$ cat config.mk
export PLATFORM = sky130hd
export DESIGN_NAME = fir_decimate_by6_to_int16_flat
export DESIGN_NICKNAME = d
export VERILOG_FILES = /design/src/hw/rtl/fdi_pkg.sv /design/src/hw/rtl/fdi_in_if.sv /design/src/hw/rtl/fdi_out_if.sv /design/src/hw/rtl/fdi_cell.sv /design/src/hw/rtl/fdi_mac.sv /design/src/hw/rtl/fir_decimate_by6_to_int16.sv /design/src/flat_wrapper.sv
export SDC_FILE = /design/constraint.sdc
export NUM_CORES = 2
export LEC_CHECK = 0
export BUFFER_PORTS_ARGS = -buffer_cell sky130_fd_sc_hd__clkbuf_2
export CAP_MARGIN = 10
export CORE_MARGIN = 8
export CORE_UTILIZATION = 55
export DETAILED_ROUTE_END_ITERATION = 6
export PLACE_DENSITY = 0.77
export SLEW_MARGIN = 40
export SYNTH_ARGS = -nofsm -noshare
export SYNTH_HDL_FRONTEND = slang
export SYNTH_HIERARCHICAL = 1
export SYNTH_SLANG_ARGS = --single-unit
$ cat constraint.sdc
create_clock -name clk_i -period 7.2 [get_ports clk_i]
set_input_delay 0.72 -clock clk_i [delete_from_list [all_inputs] [get_ports clk_i]]
set_output_delay 0.72 -clock clk_i [all_outputs]
set_load 0.01 [all_outputs]
$ cat src/hw/rtl/fdi_pkg.sv
// ----------------------------------------------------------------------------
// fdi_pkg: shared definitions for the decimating FIR
// Sample and coefficient widths, the lowpass coefficient table and the
// control group that the sequencer hands to the multiply-accumulate unit.
// ----------------------------------------------------------------------------
package fdi_pkg;

  // Audio samples are Q15, coefficients signed Q1.17.
  localparam int SAMPLE_W   = 16;
  localparam int COEF_W     = 18;
  localparam int FRAC_SHIFT = 18;
  localparam int ROM_TAPS   = 97;
  localparam int IDX_W      = 8;

  // Defaults for the top-level parameters.
  localparam int TAP_COUNT_DEF  = 97;
  localparam int DECIMATION_DEF = 6;

  // Lowpass coefficients, rounded half away from zero.
  localparam logic signed [COEF_W-1:0] COEF_ROM [ROM_TAPS] = '{
    18'sd0,     18'sd0,     18'sd1,     18'sd3,     18'sd4,
    18'sd3,    -18'sd2,    -18'sd12,   -18'sd24,   -18'sd37,
   -18'sd45,   -18'sd42,   -18'sd24,    18'sd12,    18'sd63,
    18'sd120,   18'sd169,   18'sd191,   18'sd169,   18'sd94,
   -18'sd34,   -18'sd201,  -18'sd373,  -18'sd510,  -18'sd562,
   -18'sd491,  -18'sd277,   18'sd69,    18'sd501,   18'sd936,
    18'sd1270,  18'sd1394,  18'sd1221,  18'sd710,  -18'sd110,
   -18'sd1132, -18'sd2176, -18'sd3007, -18'sd3375, -18'sd3054,
   -18'sd1894,  18'sd143,   18'sd2963,  18'sd6335,  18'sd9920,
    18'sd13312, 18'sd16100, 18'sd17931, 18'sd18570, 18'sd17931,
    18'sd16100, 18'sd13312, 18'sd9920,  18'sd6335,  18'sd2963,
    18'sd143,  -18'sd1894, -18'sd3054, -18'sd3375, -18'sd3007,
   -18'sd2176, -18'sd1132, -18'sd110,   18'sd710,   18'sd1221,
    18'sd1394,  18'sd1270,  18'sd936,   18'sd501,   18'sd69,
   -18'sd277,  -18'sd491,  -18'sd562,  -18'sd510,  -18'sd373,
   -18'sd201,  -18'sd34,    18'sd94,    18'sd169,   18'sd191,
    18'sd169,   18'sd120,   18'sd63,    18'sd12,   -18'sd24,
   -18'sd42,   -18'sd45,   -18'sd37,   -18'sd24,   -18'sd12,
   -18'sd2,     18'sd3,     18'sd4,     18'sd3,     18'sd1,
    18'sd0,     18'sd0
  };

  // Coefficient for one tap; taps past the end of the table weigh zero.
  function automatic logic signed [COEF_W-1:0] coef_at(input logic [IDX_W-1:0] idx);
    logic signed [COEF_W-1:0] c;
    c = '0;
    if (idx < IDX_W'(ROM_TAPS)) begin
      c = COEF_ROM[idx[6:0]];
    end
    return c;
  endfunction

  // Control from the sequencer to the multiply-accumulate unit.
  typedef struct packed {
    logic clear;   // start a new sum
    logic mul_en;  // a valid sample and coefficient pair is presented
  } mac_ctrl_t;

endpackage

$ cat src/hw/rtl/fdi_in_if.sv
// ----------------------------------------------------------------------------
// fdi_in_if: input sample channel
// Valid/ready channel carrying one 48 kHz Q15 sample per item.
// ----------------------------------------------------------------------------
interface fdi_in_if;
  logic                                 valid;
  logic                                 ready;
  logic signed [fdi_pkg::SAMPLE_W-1:0]  sample_in;

  modport source (output valid, output sample_in, input ready);
  modport sink   (input valid, input sample_in, output ready);
endinterface

$ cat src/hw/rtl/fdi_out_if.sv
// ----------------------------------------------------------------------------
// fdi_out_if: output sample channel
// Valid/ready channel carrying one filtered or bypassed int16 sample per item.
// ----------------------------------------------------------------------------
interface fdi_out_if;
  logic                                 valid;
  logic                                 ready;
  logic signed [fdi_pkg::SAMPLE_W-1:0]  sample_out;

  modport source (output valid, output sample_out, input ready);
  modport sink   (input valid, input sample_out, output ready);
endinterface

$ cat src/hw/rtl/fdi_cell.sv
// ----------------------------------------------------------------------------
// fdi_cell: one delay-line cell
// Holds one past sample and takes its neighbour's value when the chain moves.
// ----------------------------------------------------------------------------
module fdi_cell (
  input  logic                                clk_i,
  input  logic                                rst_ni,
  input  logic                                en_i,
  input  logic signed [fdi_pkg::SAMPLE_W-1:0] d_i,
  output logic signed [fdi_pkg::SAMPLE_W-1:0] q_o
);

  logic signed [fdi_pkg::SAMPLE_W-1:0] sample_q;

  // The delay line starts out silent.
  always_ff @(posedge clk_i or negedge rst_ni) begin
    if (!rst_ni) begin
      sample_q <= '0;
    end else if (en_i) begin
      sample_q <= d_i;
    end
  end

  assign q_o = sample_q;

endmodule

$ cat src/hw/rtl/fdi_mac.sv
// ----------------------------------------------------------------------------
// fdi_mac: multiply-accumulate and output scaling
// One registered 16x18 multiplier feeding an accumulator, followed by the
// halving, truncation toward zero and int16 saturation of the finished sum.
// ----------------------------------------------------------------------------
module fdi_mac #(
  parameter int TAP_COUNT = fdi_pkg::TAP_COUNT_DEF
) (
  input  logic                                clk_i,
  input  logic                                rst_ni,
  input  fdi_pkg::mac_ctrl_t                  ctrl_i,
  input  logic signed [fdi_pkg::SAMPLE_W-1:0] sample_i,
  input  logic signed [fdi_pkg::COEF_W-1:0]   coef_i,
  output logic signed [fdi_pkg::SAMPLE_W-1:0] result_o
);

  localparam int PROD_W = fdi_pkg::SAMPLE_W + fdi_pkg::COEF_W;
  localparam int ACC_W  = PROD_W + $clog2(TAP_COUNT);
  localparam int Q_W    = ACC_W - fdi_pkg::FRAC_SHIFT;

  localparam logic signed [ACC_W-1:0] ROUND_BIAS = ACC_W'((2 ** fdi_pkg::FRAC_SHIFT) - 1);
  localparam logic signed [Q_W-1:0]   MAX_Q      = Q_W'(32767);
  localparam logic signed [Q_W-1:0]   MIN_Q      = -Q_W'(32768);
  localparam logic signed [fdi_pkg::SAMPLE_W-1:0] MAX_OUT = 16'sh7fff;
  localparam logic signed [fdi_pkg::SAMPLE_W-1:0] MIN_OUT = 16'sh8000;

  logic signed [PROD_W-1:0] prod_q;
  logic                     prod_vld_q;
  logic signed [ACC_W-1:0]  acc_q;
  logic signed [ACC_W-1:0]  biased;
  logic signed [Q_W-1:0]    scaled;

  // Product register, then accumulation in the cycle after.
  always_ff @(posedge clk_i or negedge rst_ni) begin
    if (!rst_ni) begin
      prod_vld_q <= 1'b0;
      acc_q      <= '0;
    end else begin
      prod_vld_q <= ctrl_i.mul_en;
      if (ctrl_i.clear) begin
        acc_q <= '0;
      end else if (prod_vld_q) begin
        acc_q <= acc_q + ACC_W'(prod_q);
      end
    end
  end

  always_ff @(posedge clk_i) begin
    if (ctrl_i.mul_en) begin
      prod_q <= sample_i * coef_i;
    end
  end

  // Divide by 2^18 rounding toward zero, then clip to int16.
  always_comb begin
    biased = acc_q + (acc_q[ACC_W-1] ? ROUND_BIAS : '0);
    scaled = biased[ACC_W-1:fdi_pkg::FRAC_SHIFT];
    if (scaled > MAX_Q) begin
      result_o = MAX_OUT;
    end else if (scaled < MIN_Q) begin
      result_o = MIN_OUT;
    end else begin
      result_o = scaled[fdi_pkg::SAMPLE_W-1:0];
    end
  end

endmodule

$ cat src/hw/rtl/fir_decimate_by6_to_int16.sv
// ----------------------------------------------------------------------------
// fir_decimate_by6_to_int16: 97-tap lowpass FIR decimator, 48 kHz to 8 kHz
// A chain of sample cells forms the delay line; on every DECIMATION-th
// sample the chain is rotated once round past a single multiplier to form
// the FIR sum, which is halved, truncated toward zero and saturated to int16.
// A bypass mode returns every sample halved.
//
//   Port    Dir  Handshake    Payload
//   in_i    in   valid/ready  sample_in  (Q15, signed 16 bits)
//   out_o   out  valid/ready  sample_out (int16, signed 16 bits)
//   cfg     in   cfg_we_i     cfg_wdata_i = bypass_mode (1 bit)
//
// A sample that completes no output leaves the input ready for the next one.
// The sample that completes an output holds the input while the chain rotates
// once past the one multiplier through all TAP_COUNT taps (ST_MAC), then
// through the drain, scale and hand-over states. A bypassed item goes straight
// to the hand-over state. Reset clears the delay line, phase and mode at once.
// One finished result may wait in the output register while the next item is
// taken; a stalled output holds the block before it starts the next hand-over.
// ----------------------------------------------------------------------------
module fir_decimate_by6_to_int16 #(
  parameter int TAP_COUNT  = fdi_pkg::TAP_COUNT_DEF,
  parameter int DECIMATION = fdi_pkg::DECIMATION_DEF
) (
  input  logic       clk_i,
  input  logic       rst_ni,
  fdi_in_if.sink     in_i,
  fdi_out_if.source  out_o,
  input  logic       cfg_we_i,
  input  logic       cfg_wdata_i
);

  localparam int TAP_W   = $clog2(TAP_COUNT);
  localparam int PHASE_W = (DECIMATION > 1) ? $clog2(DECIMATION) : 1;
  localparam logic [TAP_W-1:0]   LAST_TAP   = TAP_W'(TAP_COUNT - 1);
  localparam logic [PHASE_W-1:0] LAST_PHASE = PHASE_W'(DECIMATION - 1);

  typedef enum logic [2:0] {
    ST_IDLE,
    ST_MAC,
    ST_DRAIN,
    ST_SCALE,
    ST_OUT
  } state_e;

  state_e                               state_q;
  logic                                 bypass_q;
  logic [PHASE_W-1:0]                   phase_q;
  logic [TAP_W-1:0]                     tap_idx_q;
  logic signed [fdi_pkg::SAMPLE_W-1:0]  res_q;
  logic                                 out_vld_q;
  logic signed [fdi_pkg::SAMPLE_W-1:0]  out_data_q;

  logic                                 in_acc;
  logic                                 shift_en;
  logic                                 rot_en;
  logic                                 phase_last;
  logic                                 out_load;
  logic signed [fdi_pkg::SAMPLE_W-1:0]  chain_in;
  logic signed [fdi_pkg::SAMPLE_W-1:0]  taps [TAP_COUNT];
  logic [fdi_pkg::SAMPLE_W-1:0]         byp_sum;
  logic signed [fdi_pkg::SAMPLE_W-1:0]  byp_half;
  logic signed [fdi_pkg::SAMPLE_W-1:0]  mac_result;
  fdi_pkg::mac_ctrl_t                   mac_ctrl;

  // Handshake and chain control.
  assign in_i.ready  = (state_q == ST_IDLE);
  assign in_acc      = in_i.valid && in_i.ready;
  assign shift_en    = in_acc && !bypass_q;
  assign rot_en      = (state_q == ST_MAC);
  assign phase_last  = (phase_q == LAST_PHASE);
  assign chain_in    = shift_en ? in_i.sample_in : taps[TAP_COUNT-1];

  // A finished result enters the output register once the previous item has gone.
  assign out_load    = (state_q == ST_OUT) && (!out_vld_q || out_o.ready);

  assign mac_ctrl.clear  = shift_en && phase_last;
  assign mac_ctrl.mul_en = rot_en;

  // Halve toward zero for bypass.
  assign byp_sum  = in_i.sample_in + fdi_pkg::SAMPLE_W'(in_i.sample_in[fdi_pkg::SAMPLE_W-1]);
  assign byp_half = $signed(byp_sum) >>> 1;

  // Delay line: new samples enter cell 0; rotation feeds the last cell back.
  for (genvar g = 0; g < TAP_COUNT; g++) begin : g_cell
    fdi_cell u_cell (
      .clk_i  (clk_i),
      .rst_ni (rst_ni),
      .en_i   (shift_en || rot_en),
      .d_i    ((g == 0) ? chain_in : taps[(g == 0) ? 0 : g - 1]),
      .q_o    (taps[g])
    );
  end

  fdi_mac #(
    .TAP_COUNT (TAP_COUNT)
  ) u_mac (
    .clk_i    (clk_i),
    .rst_ni   (rst_ni),
    .ctrl_i   (mac_ctrl),
    .sample_i (taps[TAP_COUNT-1]),
    .coef_i   (fdi_pkg::coef_at(fdi_pkg::IDX_W'(tap_idx_q))),
    .result_o (mac_result)
  );

  // Mode register.
  always_ff @(posedge clk_i or negedge rst_ni) begin
    if (!rst_ni) begin
      bypass_q <= 1'b0;
    end else if (cfg_we_i) begin
      bypass_q <= cfg_wdata_i;
    end
  end

  // Sequencer, phase count and output register.
  always_ff @(posedge clk_i or negedge rst_ni) begin
    if (!rst_ni) begin
      state_q    <= ST_IDLE;
      phase_q    <= '0;
      tap_idx_q  <= '0;
      res_q      <= '0;
      out_vld_q  <= 1'b0;
      out_data_q <= '0;
    end else begin
      if (out_load) begin
        out_vld_q  <= 1'b1;
        out_data_q <= res_q;
      end else if (out_vld_q && out_o.ready) begin
        out_vld_q <= 1'b0;
      end
      case (state_q)
        ST_IDLE: begin
          if (in_acc) begin
            if (bypass_q) begin
              res_q   <= byp_half;
              state_q <= ST_OUT;
            end else if (phase_last) begin
              phase_q   <= '0;
              tap_idx_q <= LAST_TAP;
              state_q   <= ST_MAC;
            end else begin
              phase_q <= phase_q + PHASE_W'(1);
            end
          end
        end
        ST_MAC: begin
          tap_idx_q <= tap_idx_q - TAP_W'(1);
          if (tap_idx_q == '0) begin
            state_q <= ST_DRAIN;
          end
        end
        ST_DRAIN: begin
          state_q <= ST_SCALE;
        end
        ST_SCALE: begin
          res_q   <= mac_result;
          state_q <= ST_OUT;
        end
        ST_OUT: begin
          if (out_load) begin
            state_q <= ST_IDLE;
          end
        end
        default: begin
          state_q <= ST_IDLE;
        end
      endcase
    end
  end

  assign out_o.valid      = out_vld_q;
  assign out_o.sample_out = out_data_q;

endmodule
$ cat src/flat_wrapper.sv
// flat-port wrapper written by rule: the top's interface ports become plain ports
module fir_decimate_by6_to_int16_flat 
#(
  parameter int TAP_COUNT  = fdi_pkg::TAP_COUNT_DEF,
  parameter int DECIMATION = fdi_pkg::DECIMATION_DEF
)
  (clk_i, rst_ni, cfg_we_i, cfg_wdata_i, in_i_valid, in_i_sample_in, in_i_ready, out_o_valid, out_o_sample_out, out_o_ready);
  fdi_in_if in_i_i ();
  fdi_out_if out_o_i ();
  input  logic clk_i;
  input  logic rst_ni;
  input  logic cfg_we_i;
  input  logic cfg_wdata_i;
  input wire logic [$bits(in_i_i.valid)-1:0] in_i_valid;
  input wire logic [$bits(in_i_i.sample_in)-1:0] in_i_sample_in;
  output wire logic [$bits(in_i_i.ready)-1:0] in_i_ready;
  output wire logic [$bits(out_o_i.valid)-1:0] out_o_valid;
  output wire logic [$bits(out_o_i.sample_out)-1:0] out_o_sample_out;
  input wire logic [$bits(out_o_i.ready)-1:0] out_o_ready;
  assign in_i_i.valid = in_i_valid;
  assign in_i_i.sample_in = in_i_sample_in;
  assign in_i_ready = in_i_i.ready;
  assign out_o_valid = out_o_i.valid;
  assign out_o_sample_out = out_o_i.sample_out;
  assign out_o_i.ready = out_o_ready;
  fir_decimate_by6_to_int16 #(.TAP_COUNT(TAP_COUNT), .DECIMATION(DECIMATION)) u_core (.clk_i(clk_i), .rst_ni(rst_ni), .in_i(in_i_i), .out_o(out_o_i), .cfg_we_i(cfg_we_i), .cfg_wdata_i(cfg_wdata_i));
endmodule
# Word-level counts from Yosys, hierarchy flattened
# Memories as Yosys holds them, arrays and structs flattened.
# Index checks and enable logic that the tools add are counted.
# word_totals
reg_bits	1675
mem_bits_ro	2304
input_bits	22
wordCells	176
n_memories	1
# op_classes
addsub	5
n_mul	1
magnitude_cmp	4
n_eq_ne	12
muxes	25
bitwise_logic	2
reduce_logical	19
# memory_table
memory	words	width	read_ports	rd_ports_with_merged_regs	write_ports	line	rtl
(name not given)	128	18	1	0	0	fdi_pkg.sv:48	c = COEF_ROM[idx[6:0]];
# ops
op	count
$mux 41	2
$mux 16	5
$mux 18	4
$add 41x18->41	1
$add 41x34->41	1
$mul 16x18->34	1
$pmux 16 s2	1
$gt 23x16->1 const B	1
$lt 23x16->1 const B	1
$mux 7	3
$mux 3	6
$add 16x1->16	1
$pmux 3 s5	1
$pmux 7 s2	1
$ne 2x2->1 const B	5
$ge 8x8->1 const B	1
$not 7->8	1
$reduce_and 4->1	2
$reduce_bool 2->1	4
$logic_not 7->1	1
$lt 7x7->1 const B	1
$sub 7x1->7 const B	1
$eq 3x2->1 const B	2
$eq 3x3->1 const B	2
11 further kinds	19

# Depth between registers and ports, before layout
# depth
depth_word	6
ltp_mapped	31
ltp_nobuf	30

# By module
# Netlist, hierarchy kept.
# by_module_without_submodules
mod	n_inst	cells_each	area_per_inst_um2	seq_area_each_um2
fdi_cell	97	34	649.4	400.4
fdi_mac	1	1880	17045.1	2072.0
fir_decimate_by6_to_int16	1	550	4556.9	1176.1

# Worst setup path before layout
# No wires, ideal clock.
# synth_path
path_kind	register to register
startpoint	register u_core.tap_idx_q[1]
endpoint	register u_core.u_mac.prod_q[32] (data pin)
setup_time_ns	0.261
t_arrival_ns	7.456
path_slack_ns	-0.516
path_stages_with_launch	28
synth_period_minus_slack_ns	7.716
cell_sequence	dfrtp_1 > buf_4 > inv_1 > ha_1 > nor3b_1 > a2111oi_2 > nor3b_1 > a2111oi_2 > clkbuf_1 > nand2_1 > fa_1 > fa_1 > inv_1 > fa_1 > fa_1 > fa_1 > inv_1 > fa_1 > inv_1 > ha_1 > a21o_1 > a21o_1 > a21oi_1 > o221ai_1 > o21ai_1 > a21oi_1 > o21a_1 > o311a_1
# synth_via
elab_chain_len	6
elab_cells_between_ends	7
classes_between	mul (1); order compare (1); mux (3); bitwise (1); memory (1)
# synth_rtl
item	line	rtl
from (decl)	fir_decimate_by6_to_int16.sv:49	logic [TAP_W-1:0] tap_idx_q;
from (signal assigned)	fir_decimate_by6_to_int16.sv:147	tap_idx_q <= tap_idx_q - TAP_W'(1);
$not 7->8 (implied by the code)	fdi_pkg.sv:48	
$mem_v2 128x18	n/a	
$mux 18 (implied by the code) (2 in a row)	fdi_pkg.sv:48	
$mux 18 *	fdi_pkg.sv:47	if (idx < IDX_W'(ROM_TAPS)) begin
$mul 16x18->34 *	fdi_mac.sv:50	prod_q <= sample_i * coef_i;
to (signal assigned)	fdi_mac.sv:50	
to (decl)	fdi_mac.sv:27	logic signed [PROD_W-1:0] prod_q;
# Mark *: on every way between the ends. The rest lies on a longest branch, timed or not. The select of a mux whose other input is x is not followed.
# A chain may end at the register's enable or synchronous reset.

# Worst setup path after layout
# Ends and elaborated chain as after synthesis.

==> results.json <==
{
  "critPathRequiredTime_ns": 7.70,
  "fin_ws_ns": -0.212,
  "ir_drop_uv": 306,
  "cts_buffers": 165,
  "rr_startpoint": "u_core/tap_idx_q[1]",
  "cts-htree-levels": 4,
  "num_io_pins": 40,
  "vias": 44076,
  "end_kind": "flip-flop",
  "synth_area_per_cell_um2": 14.8,
  "routed_wl_mm": 158,
  "clk_path_buf_depth": 3,
  "grt_max_degree": 159,
  "arrival_ns": 7.91,
  "rows": 144,
  "firstDrtPassIters": 5,
  "crit_fanout": 6,
  "cts_root_buf": "clkbuf_16",
  "p_leak_nw": 47.0,
  "drt_iter0_drc": 2782,
  "cts_tree": "built",
  "slew_violations": 0,
  "yosysSeqAreaShare_pct": 49.8,
  "synthesis.area_um2": 84600,
  "place_congestion": 0.915,
  "critPathLaunchType": "flip-flop",
  "finalCritPeriodShare_pct": 103,
  "coreArea_um2": 153000,
  "final_cell_count_no_fill": 8194,
  "rrSetupSlack_ns": -0.21,
  "yosys_warnings": 6,
  "drive_gt1_share_pct": 42.2,
  "hold_class": "in2reg",
  "synth-seq-cells": 1675,
  "synth_edf_count": 34,
  "wl_per_cell_um": 19.3,
  "design.die.area_um2": 167000,
  "first_global_vias": 47905,
  "worst_slew_pin_slew_ns": 0.984,
  "drt.antenna.violating_nets": 0,
  "viasPerCell": 5.38,
  "io_buffers": 39,
  "hold_viol": 0,
  "grt_pass1_wl_mm": 262,
  "ys.flop_type": "dfrtp_1",
  "max_stage_delay_ns": 0.53,
  "clkTransAtPathRegs_ns": 0.07,
  "cap_violations": 0,
  "drc": 0,
  "gr-usage-all-layers_pct": 18.8,
  "cpMaxStageDelayCell": "fa_2",
  "dp_hpwl_mm": 101,
  "initial_core_util_pct": 55.2,
  "synthesis.instances": 5728,
  "p_per_area_nw_per_um2": 316,
  "dieHeight_um": 408,
  "grt_setup_unrepaired": "yes",
  "crit_type": "reg2reg",
  "clkLatencyLatePin_ns": 0.79,
  "antenna_found_initial": 6,
  "hp-start": "cfg_wdata_i",
  "ys_async_sr_fraction_pct": 98.0,
  "period_needed_ns": 7.41,
  "fin_nets": 6496,
  "fmax_mhz": 135,
  "synth_cell_type_count": 107,
  "relSlewSlack_pct": 34.4,
  "setup_viol": 5,
  "die_x_um": 408,
  "violations": "setup timing",
  "grt-ovfl-total": 0,
  "dp.cells": 7818,
  "clock-sinks": 1675,
  "syn2layout_area_growth_pct": 11.6,
  "critPathLaunch": "u_core/tap_idx_q[1]",
  "clock_skew_ns": 0.0628,
  "outcome": "complete, but fails checks",
  "power_w": 0.0298,
  "synth_nets": 6206
}
[cell type report]
cell class | count | area (um2)
fillers | 11029 | 58900
flip-flops and latches | 1675 | 42100
multi-input cells | 3366 | 38800
clock buffers | 233 | 4730
repair buffers | 429 | 3910
well taps | 2044 | 2560
inverters | 381 | 1440
clock inverters | 61 | 831
diodes | 5 | 12.5
[power breakdown]
part	total [W]	switching [W]	internal, W
Sequential	0.0109	0.000632	0.0103
Clock	0.00863	0.00370	0.00493
Combinational	0.0103	0.00540	0.00485
Total	0.0298	0.00973	0.0200
[cell usage in the layout, fill, tap and decap left out, types with 40 or more instances in the layout]
cell type,count
fa_1,266
mux2_2,615
and2_1,133
clkbuf_16,167
a21o_1,40
mux2_4,970
buf_6,54
a21oi_1,80
xnor2_1,55
o21ai_0,56
inv_1,337
inv_2,40
nand2_1,237
ha_1,134
nor2_1,113
dfrtp_1,1631
buf_4,293
[per-stage QoR]
step / cell area, um2 / hold WS [ns] / util, % / worst slack (ns) / setup TNS (ns)
floorplan: 84900 / 0.424 / - / -0.0272 / -0.0439
global placement: 86600 / 0.460 / 56.5 / -0.414 / -2.94
detailed placement: 86800 / 0.467 / 56.6 / -0.489 / -3.59
CTS: 93300 / 0.111 / 60.9 / -0.202 / -0.788
global route: 94400 / 0.148 / 61.6 / -0.403 / -3.04
finish: 94400 / 0.168 / 61.6 / -0.212 / -0.688
[worst max-delay path: cells and delay by family (launching register included)]
kind,cells,cell delay [ns]
AOI/OAI and AO/OA,8,2.11
adders and majority gates,8,3.10
buffers and inverters,9,1.05
DFF,1,0.41
and+or+nand+nor,4,0.44
[cells by family (layout without fill, tap and decap cells)]
group | Yosys count | after routing | share of synthesized area [%]
simple gates | 746 | 747 | 4.47
mux | 1616 | 1616 | 25.8
compound gates | 452 | 453 | 3.68
other cells | 0 | 5 | 0
xor+xnor | 94 | 94 | 0.973
flops | 1675 | 1675 | 49.8
fa+ha+maj | 456 | 456 | 9.33
buf+inv | 689 | 1104 | 5.95
[cells in the mapped netlist, types with 11 or more instances]
| cell | instances | area [um2] |
|---|---|---|
| dfrtp_1 | 1641 | 41100 |
| mux2_4 | 970 | 14600 |
| mux2_2 | 615 | 6930 |
| inv_1 | 381 | 1430 |
| fa_1 | 291 | 5830 |
| nand2_1 | 261 | 980 |
| ha_1 | 165 | 2060 |
| and2_1 | 145 | 907 |
| nor2_1 | 124 | 465 |
| buf_6 | 104 | 1170 |
| a21oi_1 | 99 | 495 |
| buf_12 | 98 | 1960 |
| o21ai_0 | 74 | 370 |
| clkbuf_1 | 65 | 244 |
| xnor2_1 | 61 | 534 |
| nand2b_1 | 43 | 269 |
| a21o_1 | 40 | 300 |
| edfxtp_1 | 34 | 1020 |
| xor2_1 | 33 | 289 |
| nand3_1 | 29 | 145 |
| a211oi_1 | 28 | 210 |
| buf_2 | 27 | 135 |
| a31oi_1 | 24 | 150 |
| mux2i_1 | 23 | 230 |
| nor3_1 | 22 | 110 |
| o21ai_1 | 21 | 105 |
| o211ai_1 | 20 | 150 |
| nand4_1 | 19 | 119 |
| nor2b_1 | 14 | 87.6 |
| and3_1 | 13 | 81.3 |
| o21a_1 | 12 | 90.1 |
| o21ai_2 | 12 | 105 |
| buf_4 | 11 | 82.6 |
[state kept, by name (all words and copies together), names as in the netlist, 3 cells and up]
register / flops
u_core/phase_q: 3
u_core/u_mac/prod_q: 34
u_core/out_o.sample_out: 16
u_core/g_cell.u_cell/q_o: 1552
u_core/tap_idx_q: 7
u_core/res_q: 16
u_core/state_q: 3
u_core/u_mac/acc_q: 41
[path summary, 6_finish.rpt]
| check | end | cells after the start |
|---|---|---|
| max reg2reg | u_core/u_mac/prod_q[32] | 29 |
| min reg2reg | u_core/g_cell[57].u_cell/q_o[2] | 1 |
| min | u_core/bypass_q | 2 |
| min in group asynchronous | u_core/u_mac/acc_q[2] | 2 |
| max in group asynchronous | u_core/g_cell[57].u_cell/q_o[4] | 4 |
| max | u_core/u_mac/prod_q[32] | 29 |
[routing by layer]
layer	global-route usage, %	vias to the layer above	part of all wire [%]
met1	26.2	22963	45
met2	30.4	757	48
met4	5.17	0	2.2
met3	3.70	233	5.0
li1	-	20123	-
met5	0	-	0
[timing repair]
action | CTS | global route
endpoints found under the setup margin | 13 | 16
setup buffers | 47 | 30
endpoints found under the hold margin | 78 | 0
pin swaps | 89 | 164
gates resized for setup | 133 | 192
hold buffers | 1 | 0
cloned | 4 | 1
Note: power is estimated with default switching activity, not from simulation.
